===== config.mk =====
export PLATFORM = sky130hd
export DESIGN_NAME = marker_value_line_splitter
export DESIGN_NICKNAME = d
export VERILOG_FILES = /design/src/mvls_pkg.sv /design/src/mvls_front.sv /design/src/mvls_queue.sv /design/src/mvls_back.sv /design/src/marker_value_line_splitter.sv
export SDC_FILE = /design/constraint.sdc
export NUM_CORES = 1
export LEC_CHECK = 0
export BUFFER_PORTS_ARGS = -buffer_cell sky130_fd_sc_hd__buf_2
export CELL_PAD_IN_SITES_DETAIL_PLACEMENT = 1
export CELL_PAD_IN_SITES_GLOBAL_PLACEMENT = 2
export CORE_UTILIZATION = 37
export DETAILED_ROUTE_END_ITERATION = 7
export PLACE_DENSITY = 0.75
export SETUP_SLACK_MARGIN = 0.5
export SYNTH_ARGS = -nofsm -noshare
export SYNTH_HDL_FRONTEND = slang
export SYNTH_SLANG_ARGS = --single-unit

===== constraint.sdc =====
create_clock -name i_clk -period 2.25 [get_ports i_clk]
set_input_delay 0.225 -clock i_clk [delete_from_list [all_inputs] [get_ports i_clk]]
set_output_delay 0.225 -clock i_clk [all_outputs]
set_load 0.02 [all_outputs]

===== src/mvls_pkg.sv =====
package mvls_pkg;

    // Configuration register indexes.
    localparam int CFG_IDX_W = 2;
    localparam logic [CFG_IDX_W-1:0] REG_PAIR_SEP  = 2'd0;
    localparam logic [CFG_IDX_W-1:0] REG_ENTRY_SEP = 2'd1;
    localparam logic [CFG_IDX_W-1:0] REG_ESCAPE    = 2'd2;

    // Reset values of the configuration registers.
    localparam logic [7:0] PAIR_SEP_RST  = 8'd58;
    localparam logic [7:0] ENTRY_SEP_RST = 8'd59;
    localparam logic [7:0] ESCAPE_RST    = 8'd92;

    // Result classes.
    localparam logic [2:0] CLS_NONE   = 3'd0;
    localparam logic [2:0] CLS_MARKER = 3'd1;
    localparam logic [2:0] CLS_VALUE  = 3'd2;
    localparam logic [2:0] CLS_ENTRY  = 3'd3;
    localparam logic [2:0] CLS_ERROR  = 3'd4;

    // Queue between the front and the back part.
    localparam int QUEUE_DEPTH = 4;
    localparam int QPTR_W      = 2;
    localparam int QCNT_W      = 3;

    // One classified byte as it travels through the queue.
    typedef struct packed {
        logic [7:0] text_byte;
        logic       line_last;
        logic       is_escape;
        logic       is_pair;
        logic       is_entry;
    } t_item;

endpackage


===== src/mvls_front.sv =====
module mvls_front (
    input  logic                          i_clk,
    input  logic                          i_rst_n,
    input  logic                          i_cfg_valid,
    output logic                          o_cfg_ready,
    input  logic [mvls_pkg::CFG_IDX_W-1:0] i_cfg_index,
    input  logic [7:0]                    i_cfg_data,
    input  logic [7:0]                    i_text_byte,
    input  logic                          i_line_last,
    output mvls_pkg::t_item               o_item
);

    logic [7:0] r_pair_sep;
    logic [7:0] r_entry_sep;
    logic [7:0] r_escape;

    // The register port never waits.
    assign o_cfg_ready = 1'b1;

    // Configuration registers.
    always_ff @(posedge i_clk) begin
        if (!i_rst_n) begin
            r_pair_sep  <= mvls_pkg::PAIR_SEP_RST;
            r_entry_sep <= mvls_pkg::ENTRY_SEP_RST;
            r_escape    <= mvls_pkg::ESCAPE_RST;
        end else if (i_cfg_valid) begin
            case (i_cfg_index)
                mvls_pkg::REG_PAIR_SEP:  r_pair_sep  <= i_cfg_data;
                mvls_pkg::REG_ENTRY_SEP: r_entry_sep <= i_cfg_data;
                mvls_pkg::REG_ESCAPE:    r_escape    <= i_cfg_data;
                default: begin
                end
            endcase
        end
    end

    // Classify the incoming byte against the three special bytes.
    always_comb begin
        o_item.text_byte = i_text_byte;
        o_item.line_last = i_line_last;
        o_item.is_escape = (i_text_byte == r_escape);
        o_item.is_pair   = (i_text_byte == r_pair_sep);
        o_item.is_entry  = (i_text_byte == r_entry_sep);
    end

endmodule


===== src/mvls_queue.sv =====
module mvls_queue (
    input  logic            i_clk,
    input  logic            i_rst_n,
    input  logic            i_push,
    input  mvls_pkg::t_item i_item,
    output logic            o_full,
    input  logic            i_pop,
    output logic            o_valid,
    output mvls_pkg::t_item o_item
);

    mvls_pkg::t_item                 r_slot [mvls_pkg::QUEUE_DEPTH];
    logic [mvls_pkg::QPTR_W-1:0]     r_wr_ptr;
    logic [mvls_pkg::QPTR_W-1:0]     r_rd_ptr;
    logic [mvls_pkg::QCNT_W-1:0]     r_count;
    logic [mvls_pkg::QCNT_W-1:0]     n_count;

    assign o_full  = (r_count == mvls_pkg::QCNT_W'(mvls_pkg::QUEUE_DEPTH));
    assign o_valid = (r_count != '0);
    assign o_item  = r_slot[r_rd_ptr];

    always_comb begin
        n_count = r_count;
        if (i_push && !i_pop) begin
            n_count = r_count + 1'b1;
        end else if (!i_push && i_pop) begin
            n_count = r_count - 1'b1;
        end
    end

    // Pointers and fill count.
    always_ff @(posedge i_clk) begin
        if (!i_rst_n) begin
            r_wr_ptr <= '0;
            r_rd_ptr <= '0;
            r_count  <= '0;
        end else begin
            if (i_push) begin
                r_wr_ptr <= r_wr_ptr + 1'b1;
            end
            if (i_pop) begin
                r_rd_ptr <= r_rd_ptr + 1'b1;
            end
            r_count <= n_count;
        end
    end

    // Storage slots.
    always_ff @(posedge i_clk) begin
        if (i_push) begin
            r_slot[r_wr_ptr] <= i_item;
        end
    end

endmodule


===== src/mvls_back.sv =====
module mvls_back (
    input  logic            i_clk,
    input  logic            i_rst_n,
    input  logic            i_item_valid,
    input  mvls_pkg::t_item i_item,
    output logic            o_item_pop,
    output logic            o_out_valid,
    input  logic            i_out_stall,
    output logic [2:0]      o_byte_class,
    output logic [7:0]      o_out_byte,
    output logic            o_line_end,
    output logic            o_line_ok
);

    typedef enum logic [1:0] {
        MODE_MARKER = 2'd0,
        MODE_VALUE  = 2'd1,
        MODE_ERROR  = 2'd2,
        MODE_DROP   = 2'd3
    } t_mode;

    localparam logic [1:0] ESC_SPAN = 2'd2;

    t_mode      r_mode;
    t_mode      n_mode;
    logic [1:0] r_esc_left;
    logic [1:0] n_esc_left;
    logic       r_line_bad;
    logic       n_line_bad;
    logic       r_out_valid;
    logic [2:0] r_class;
    logic [2:0] n_class;
    logic [7:0] r_byte;
    logic [7:0] n_byte;
    logic       r_end;
    logic       r_ok;
    logic       n_ok;
    logic [1:0] esc_dec;
    logic [1:0] esc_upd;
    logic       open;
    logic       take;

    // A byte is taken whenever the output register is free or being drained.
    assign take       = i_item_valid && (!r_out_valid || !i_out_stall);
    assign o_item_pop = take;

    // The shield countdown is decremented before the escape test.
    always_comb begin
        esc_dec = (r_esc_left != 2'd0) ? (r_esc_left - 2'd1) : 2'd0;
        esc_upd = (i_item.is_escape && esc_dec == 2'd0) ? ESC_SPAN : esc_dec;
        open    = (esc_upd == 2'd0);
    end

    // Parse step for one byte.
    always_comb begin
        n_mode     = r_mode;
        n_esc_left = r_esc_left;
        n_line_bad = r_line_bad;
        n_class    = mvls_pkg::CLS_NONE;
        n_byte     = 8'd0;
        case (r_mode)
            MODE_MARKER: begin
                n_esc_left = esc_upd;
                if (open && i_item.is_entry) begin
                    n_mode = MODE_ERROR;
                end else if (open && i_item.is_pair) begin
                    n_mode = MODE_VALUE;
                end else begin
                    n_class = mvls_pkg::CLS_MARKER;
                    n_byte  = i_item.text_byte;
                end
            end
            MODE_VALUE: begin
                n_esc_left = esc_upd;
                if (open && i_item.is_pair) begin
                    n_mode = MODE_ERROR;
                end else if ((open && i_item.is_entry) || i_item.line_last) begin
                    n_class = mvls_pkg::CLS_ENTRY;
                    n_mode  = MODE_MARKER;
                end else begin
                    n_class = mvls_pkg::CLS_VALUE;
                    n_byte  = i_item.text_byte;
                end
            end
            MODE_ERROR: begin
                n_class    = mvls_pkg::CLS_ERROR;
                n_line_bad = 1'b1;
                n_mode     = MODE_DROP;
            end
            default: begin
            end
        endcase
        n_ok = i_item.line_last && !n_line_bad;
        // Every line starts from a clean state.
        if (i_item.line_last) begin
            n_mode     = MODE_MARKER;
            n_esc_left = 2'd0;
            n_line_bad = 1'b0;
        end
    end

    // Parser state and the output register.
    always_ff @(posedge i_clk) begin
        if (!i_rst_n) begin
            r_mode      <= MODE_MARKER;
            r_esc_left  <= 2'd0;
            r_line_bad  <= 1'b0;
            r_out_valid <= 1'b0;
        end else begin
            if (take) begin
                r_mode     <= n_mode;
                r_esc_left <= n_esc_left;
                r_line_bad <= n_line_bad;
                r_class    <= n_class;
                r_byte     <= n_byte;
                r_end      <= i_item.line_last;
                r_ok       <= n_ok;
            end
            if (take) begin
                r_out_valid <= 1'b1;
            end else if (!i_out_stall) begin
                r_out_valid <= 1'b0;
            end
        end
    end

    assign o_out_valid  = r_out_valid;
    assign o_byte_class = r_class;
    assign o_out_byte   = r_byte;
    assign o_line_end   = r_end;
    assign o_line_ok    = r_ok;

endmodule


===== src/marker_value_line_splitter.sv =====
// Marker/value line splitter.
// Input channel: i_in_valid / o_in_stall carry one byte of a text line per
// transaction (i_text_byte) with i_line_last marking the final byte.
// Output channel: o_out_valid / i_out_stall carry exactly one result per input
// byte: a class (marker char, value char, entry complete, none for a separator
// or dropped byte, line error), the byte itself for character classes, the line
// end echo and, at line end, whether the line was free of flagged errors.
// Register port: i_cfg_valid / o_cfg_ready with i_cfg_index selecting the pair
// separator (0), entry separator (1) or escape byte (2); o_cfg_ready is always
// high. Write registers only while no bytes are in flight.
// Throughput is one byte per cycle while the receiver does not stall. Each byte
// is first written into the four-entry queue, then the parser writes its result
// into its output register.
// When the receiver stalls, the result holds and the queue absorbs up to four
// more bytes before o_in_stall rises.
// Reset (synchronous, active low) restores the default separators and
// empties the queue, the parser state and the output register.
module marker_value_line_splitter (
    input  logic                           i_clk,
    input  logic                           i_rst_n,
    input  logic                           i_cfg_valid,
    output logic                           o_cfg_ready,
    input  logic [mvls_pkg::CFG_IDX_W-1:0] i_cfg_index,
    input  logic [7:0]                     i_cfg_data,
    input  logic                           i_in_valid,
    output logic                           o_in_stall,
    input  logic [7:0]                     i_text_byte,
    input  logic                           i_line_last,
    output logic                           o_out_valid,
    input  logic                           i_out_stall,
    output logic [2:0]                     o_byte_class,
    output logic [7:0]                     o_out_byte,
    output logic                           o_line_end,
    output logic                           o_line_ok
);

    mvls_pkg::t_item front_item;
    mvls_pkg::t_item queue_item;
    logic            queue_full;
    logic            queue_valid;
    logic            queue_pop;
    logic            push;

    assign o_in_stall = queue_full;
    assign push       = i_in_valid && !queue_full;

    // Front part: configuration and byte classification.
    mvls_front u_front (
        .i_clk       (i_clk),
        .i_rst_n     (i_rst_n),
        .i_cfg_valid (i_cfg_valid),
        .o_cfg_ready (o_cfg_ready),
        .i_cfg_index (i_cfg_index),
        .i_cfg_data  (i_cfg_data),
        .i_text_byte (i_text_byte),
        .i_line_last (i_line_last),
        .o_item      (front_item)
    );

    // Short queue decoupling the two parts.
    mvls_queue u_queue (
        .i_clk   (i_clk),
        .i_rst_n (i_rst_n),
        .i_push  (push),
        .i_item  (front_item),
        .o_full  (queue_full),
        .i_pop   (queue_pop),
        .o_valid (queue_valid),
        .o_item  (queue_item)
    );

    // Back part: parser state machine and output register.
    mvls_back u_back (
        .i_clk        (i_clk),
        .i_rst_n      (i_rst_n),
        .i_item_valid (queue_valid),
        .i_item       (queue_item),
        .o_item_pop   (queue_pop),
        .o_out_valid  (o_out_valid),
        .i_out_stall  (i_out_stall),
        .o_byte_class (o_byte_class),
        .o_out_byte   (o_out_byte),
        .o_line_end   (o_line_end),
        .o_line_ok    (o_line_ok)
    );

endmodule


---- Yosys cells after proc, flatten, opt, wreduce, memory -nomap -nowiden ----
Memories as Yosys holds them, arrays and structs flattened. A register that Yosys moved wholly into a read port is not among the register bits.
Cells that the tools add are included.
storage, ports and cells
  flip-flop bits (word level) ............. 50
  output and inout bits ................... 16
  RAM bits ................................ 48
  memories kept ........................... 1
memories
  memory          words  bits a word  read ports  clocked after memory_dff  write ports  RTL line          source
  u_queue.r_slot  4      12           1           1                         1            mvls_queue.sv:12  mvls_pkg::t_item r_slot [mvls_pkg::QUEUE_DEPTH];
operators by class
  eq/ne operators ......................... 11
  reductions and logical operators ........ 32
  $add $sub $neg .......................... 5
  muxes and demuxes ....................... 30
operators with widths
  cell                                                                     number
  8-bit two-way mux                                                        4
  8-bit == test                                                            3
  2-bit two-way mux                                                        11
  8-bit one-hot mux with 2 select lines                                    1
  3-bit two-way mux                                                        4
  2-bit AND reduction                                                      5
  3-bit one-hot mux with 3 select lines                                    1
  1-bit logical AND                                                        8
  2-bit logical NOT                                                        4
  1-bit two-way mux                                                        8
  4-bit by 1-bit inequality test with 1-bit output, second input constant  2
  1-bit logical NOT                                                        6
  2-bit one-hot mux with 3 select lines                                    1
  2-bit nonzero test                                                       3
  2-bit by 1-bit adder with 2-bit output, second input constant            2
  2-bit by 1-bit == test with 1-bit output, second input constant          2
  2-bit == test, second input constant                                     2
  4-bit AND reduction                                                      1
  4-bit nonzero test                                                       1
  3-bit by 1-bit adder with 3-bit output, second input constant            1
  3-bit == test, second input constant                                     1
  3-bit nonzero test                                                       1
  3-bit by 1-bit subtractor with 3-bit output, second input constant       1
  1-bit logical OR                                                         2
  3 further kinds                                                          3

---- Longest topological paths before layout ----
  depth after elaboration ................. 12
  gate-level depth with buffers ........... 9

---- Cells and area by module ----
From an unflattened synthesis, not the netlist that was laid out.
unflattened totals
  cell total of the unflattened synthesis .. 312
  area total of the unflattened synthesis .. 4335.4 um2
modules (own cells, without submodules)
  module                      cells each  instances  area an instance (um2)
  mvls_queue                  105         1          2182.1
  mvls_front                  133         1          1233.7
  mvls_back                   73          1          905.9
  marker_value_line_splitter  1           1          13.8

---- Worst setup path after synthesis ----
Ideal clock, no wire load.
  kind .................................... reg2reg
  start point ............................. register u_queue.r_count[0] in the netlist's numbering
  end point ............................... register u_queue.r_count[2] in the netlist's numbering
  path buffers ............................ 1
  clock period less this slack ............ 2.255 ns
  data arrival time ....................... 2.179 ns
  setup slack ............................. -0.005 ns
  stages on the path, launching flop included .. 10
  setup time .............................. 0.076 ns
  cells stage by stage .................... dfxtp_1 > nor3b_1 > nor2b_1 > clkbuf_1 > ha_1 > inv_1 > fa_1 > xor2_1 > or3_1 > a21boi_0
between the ends
  longest elaborated chain between the ends .. 6
  elaborated cells on any way between the ends .. 14
ends and longest elaborated chain
  what                          RTL line                          source
  start: declaration            mvls_queue.sv:15                  logic [mvls_pkg::QCNT_W-1:0] r_count;
  start signal: assignment      mvls_queue.sv:44                  r_count <= n_count;
  3-bit == test (*)             mvls_queue.sv:18                  assign o_full = (r_count == mvls_pkg::QCNT_W'(mvls_pkg::QUEUE_DEPTH));
  named net o_in_stall          marker_value_line_splitter.sv:26  output logic o_in_stall,
  1-bit logical NOT (*)         marker_value_line_splitter.sv:45  assign push = i_in_valid && !queue_full;
  1-bit logical AND (*)         marker_value_line_splitter.sv:45
  named net push                marker_value_line_splitter.sv:42  logic push;
  1-bit logical NOT             mvls_queue.sv:26                  end else if (!i_push && i_pop) begin
  1-bit logical AND             mvls_queue.sv:26
  2-bit nonzero test (no line)  n/a
The timed path passes the listed nets; every way through them passes the cells marked *. The select of a mux whose other input is x is not followed.
A chain may end at the register's enable or synchronous reset.

---- Final worst setup path ----
  start point ............................. register u_queue.r_count[2] in the netlist's numbering
  end point ............................... register u_queue.r_count[2] in the netlist's numbering
between the ends
  longest elaborated chain between the ends .. 6
  elaborated cells on any way between the ends .. 14
ends and longest elaborated chain
  what
  parallel branches: the longest is 6 deep, another holds 3-bit by 1-bit subtractor with 3-bit output
Several ways; the timed one is not identified. The select of a mux whose other input is x is not followed.

==> qor_table.md <==
| Parameter | Reported |
|:---|:---|
| Routed wire per std cell | 16.39 µm |
| IO Pins | 40 |
| Largest voltage drop on the vdd net | 0.4555 mV |
| Worst Skew | 9.167 ps |
| Reg clk slew, reported paths | 70 ps |
| Unrepaired setup endpoints after global routing | true |
| Clock root buffer | clkbuf_16 |
| Signed area change from the synthesized netlist to the final layout | 21.41% |
| CTS HTree Levels | 3 |
| Yosys reg bits | 100 |
| Instance area after placement | 0.004691 mm² |
| CP Data Required Time | 2530 ps |
| First-iteration detailed-routing DRC count | 87 |
| Syn nets | 351 |
| Total length of routed wires | 8586 µm |
| Power Density | 1126 mW/mm² |
| Maximum number of pins on one net before global-route repair | 35 |
| TritonRoute pass-1 iters | 5 |
| Maximum buffer depth of the clock tree | 2 |
| Most frequent cells in the layout | 61 x edfxtp_1, 38 x buf_2, 34 x dfxtp_1 |
| Mapped cell area | 0.004255 mm² |
| Total Routing Usage GR | 0.1602 |
| Post-synthesis sequential area ratio | 0.6139 |
| Initial Utilization | 0.3858 |
| Power consumption | 5.819 mW |
| Vias after detailed routing | 2583 |
| Relative slew margins | 0.5873 |
| Vias in the first global route | 2673 |
| Type of the worst setup path | register to register |
| Row count | 38 |
| Cts hold-fix bufs | 0 |
| Area of the die | 0.01193 mm² |
| Cell area after layout | 0.005166 mm² |
| Min Hold Slack | 102.5 ps |
| HP Class | input port to register |
| Number of buffers added on ports | 38 |
| Height of the die | 109.2 µm |
| Worst EP arrival | 2140 ps |
| Fin crit period | 1861 ps |
| Slew at the pin closest to its max-slew limit | 617.1 ps |
| Clock tree from TritonCTS | yes |
| Final Hold Fails | 0 |
| Startpoint kind of the worst setup timing path | register |
| Leading register cell type out of synthesis | edfxtp_1 |
| Routability congestion estimate from global placement | 0.7478 |
| Placed Instances | 495 |
| Final setup TNS | 0 ps |
| Number of antenna violations at the first check in global routing | 0 |
| Number of buffers created by CTS | 9 |
| Global-route congestion overflow total | 0 |
| Number of remaining DRC errors | 0 |
| NumNets Final | 413 |
| First-pass GRT wire length | 13830 µm |
| Cell count after synthesis | 317 |
| Number of max-capacitance violations reported | 0 |
| Leak pwr | 1.924 nW |
| Peak Freq | 0.5372 GHz |
| Number of inserted diodes | 0 |
| Maximum fanout encountered on the critical timing path | 4 |
| Post-DP HPWL | 5965 µm |
| Unique cell type count in the Yosys netlist | 46 |
| Worst Setup End Kind | register |
| Final setup vio count | 0 |
| Outcome | completed |
| Clock latency on the worst-skew pair | 350 ps |
| Number of antenna-violating nets in the routed design | 0 |
| Number of enable-type register cells in the synthesized netlist | 61 |
| Max Slew Vio Count | 0 |
| Finished Layout Cells | 524 |
| Count of warnings emitted by yosys | 0 |
| Share of post-route cells with drive strength above 1 | 0.2943 |
| Clock net sink count | 100 |
| Via density per instance | 4.929 |
| Area of the core region | 0.01103 mm² |
| Tcrit/Tclk final | 0.8273 |
| Async SR Flop Fraction | 0 |
| Most common library cell in the layout ignoring fill and taps | edfxtp_1 |
| Average footprint of a synthesized cell | 13.42 µm² |
| Width of the die | 109.2 µm |
==> worst paths after layout <==
check,startpoint,endpoint,slack [ps],depth (start not counted)
worst max-delay path,u_queue.r_count[2]$_SDFFE_PN0P_,u_queue.r_count[2]$_SDFFE_PN0P_,390,8
worst min-delay path,i_line_last,u_queue.r_slot[1][3]$_DFFE_PP_,100,1
worst max register to register,u_queue.r_count[2]$_SDFFE_PN0P_,u_queue.r_count[2]$_SDFFE_PN0P_,390,8
worst min register to register,u_front.r_entry_sep[4]$_SDFFE_PN1P_,u_front.r_entry_sep[4]$_SDFFE_PN1P_,480,2
==> stage by stage <==
stage | setup WS, ps | util
2_1_floorplan | 382.2 | -
3_3_place_gp | 281.3 | 0.4253
3_5_place_dp | 232.4 | 0.4253
4_1_cts | 391.3 | 0.4604
5_1_grt | 310.0 | 0.4684
6_report | 388.5 | 0.4684
==> registers in the layout, summed over array words and instances (netlist names), named ones only <==
name and count:
u_queue.r_slot 48, u_back.o_out_byte 8, u_front.r_entry_sep 8, u_front.r_escape 8
u_front.r_pair_sep 8, u_back.o_byte_class 3, u_queue.r_count 3, u_back.r_esc_left 2
u_back.r_mode 2, u_queue.r_rd_ptr 2, u_queue.r_wr_ptr 2, u_back.o_line_end 1
u_back.o_line_ok 1, u_back.o_out_valid 1, u_back.r_line_bad 1
==> routing by layer <==
layer,routed length [µm],global-route usage,vias to the layer above
li1,-,-,1252
met3,311,0.03766,12
met2,4145,0.2462,45
met5,0,0,-
met4,178,0.07810,0
met1,3951,0.2123,1274
==> what timing repair did <==
action / in CTS / in global routing
buffers inserted: 10 / 3
cloned: 0 / 0
gates resized for setup: 8 / 17
setup endpoints to repair: 13 / 13
pin swaps: 5 / 2
==> synthesized netlist by cell type, drive strengths merged (6+ instances only) <==
library cell,instances,share of area
mux2i,20,0.047
nor2,8,0.0071
and2,13,0.019
clkbuf,7,0.0062
nand4,6,0.0088
dfxtp,39,0.18
a21boi,6,0.011
ha,9,0.026
xnor2,28,0.058
mux4,11,0.058
nor2b,25,0.037
nand2,32,0.028
edfxtp,61,0.43
inv,6,0.0053
==> where the power goes <==
| part | switching (mW) | internal (mW) | total, mW |
|---|---|---|---|
| logic | 0.985 | 0.927 | 1.91 |
| clock network | 0.707 | 0.767 | 1.47 |
| registers | 0.154 | 2.28 | 2.43 |
| total | 1.85 | 3.97 | 5.82 |
==> critical path, cell delays in order (launching register included) <==
cell and delay (ps):
dfxtp_2 340, nor3b_4 160, nor2b_2 180, ha_4 160, inv_2 30, fa_2 320
xor2_1 150, or3_1 320, a21boi_1 120
==> final cells by class <==
class                           count  area [µm²]
Fill cell                        1148        5864
Sequential cell                   100        2629
Multi-Input combinational cell    199        1662
Timing Repair Buffer               63       389.1
Clock buffer                        9       225.2
Tap cell                          140       175.2
Clock inverter                      7       63.81
Inverter                            6       22.52
==> cell families after synthesis <==
logic type      count (synthesis)  synth area share
flops                         100            0.6139
mux                            31            0.1053
fa+ha+maj                      10           0.03117
xor+xnor                       29           0.05969
simple gates                  101            0.1253
buf+inv                        18           0.01911
compound gates                 27           0.04470
other cells                     1         0.0008812
No activity file was read; power rests on OpenSTA's default activity.
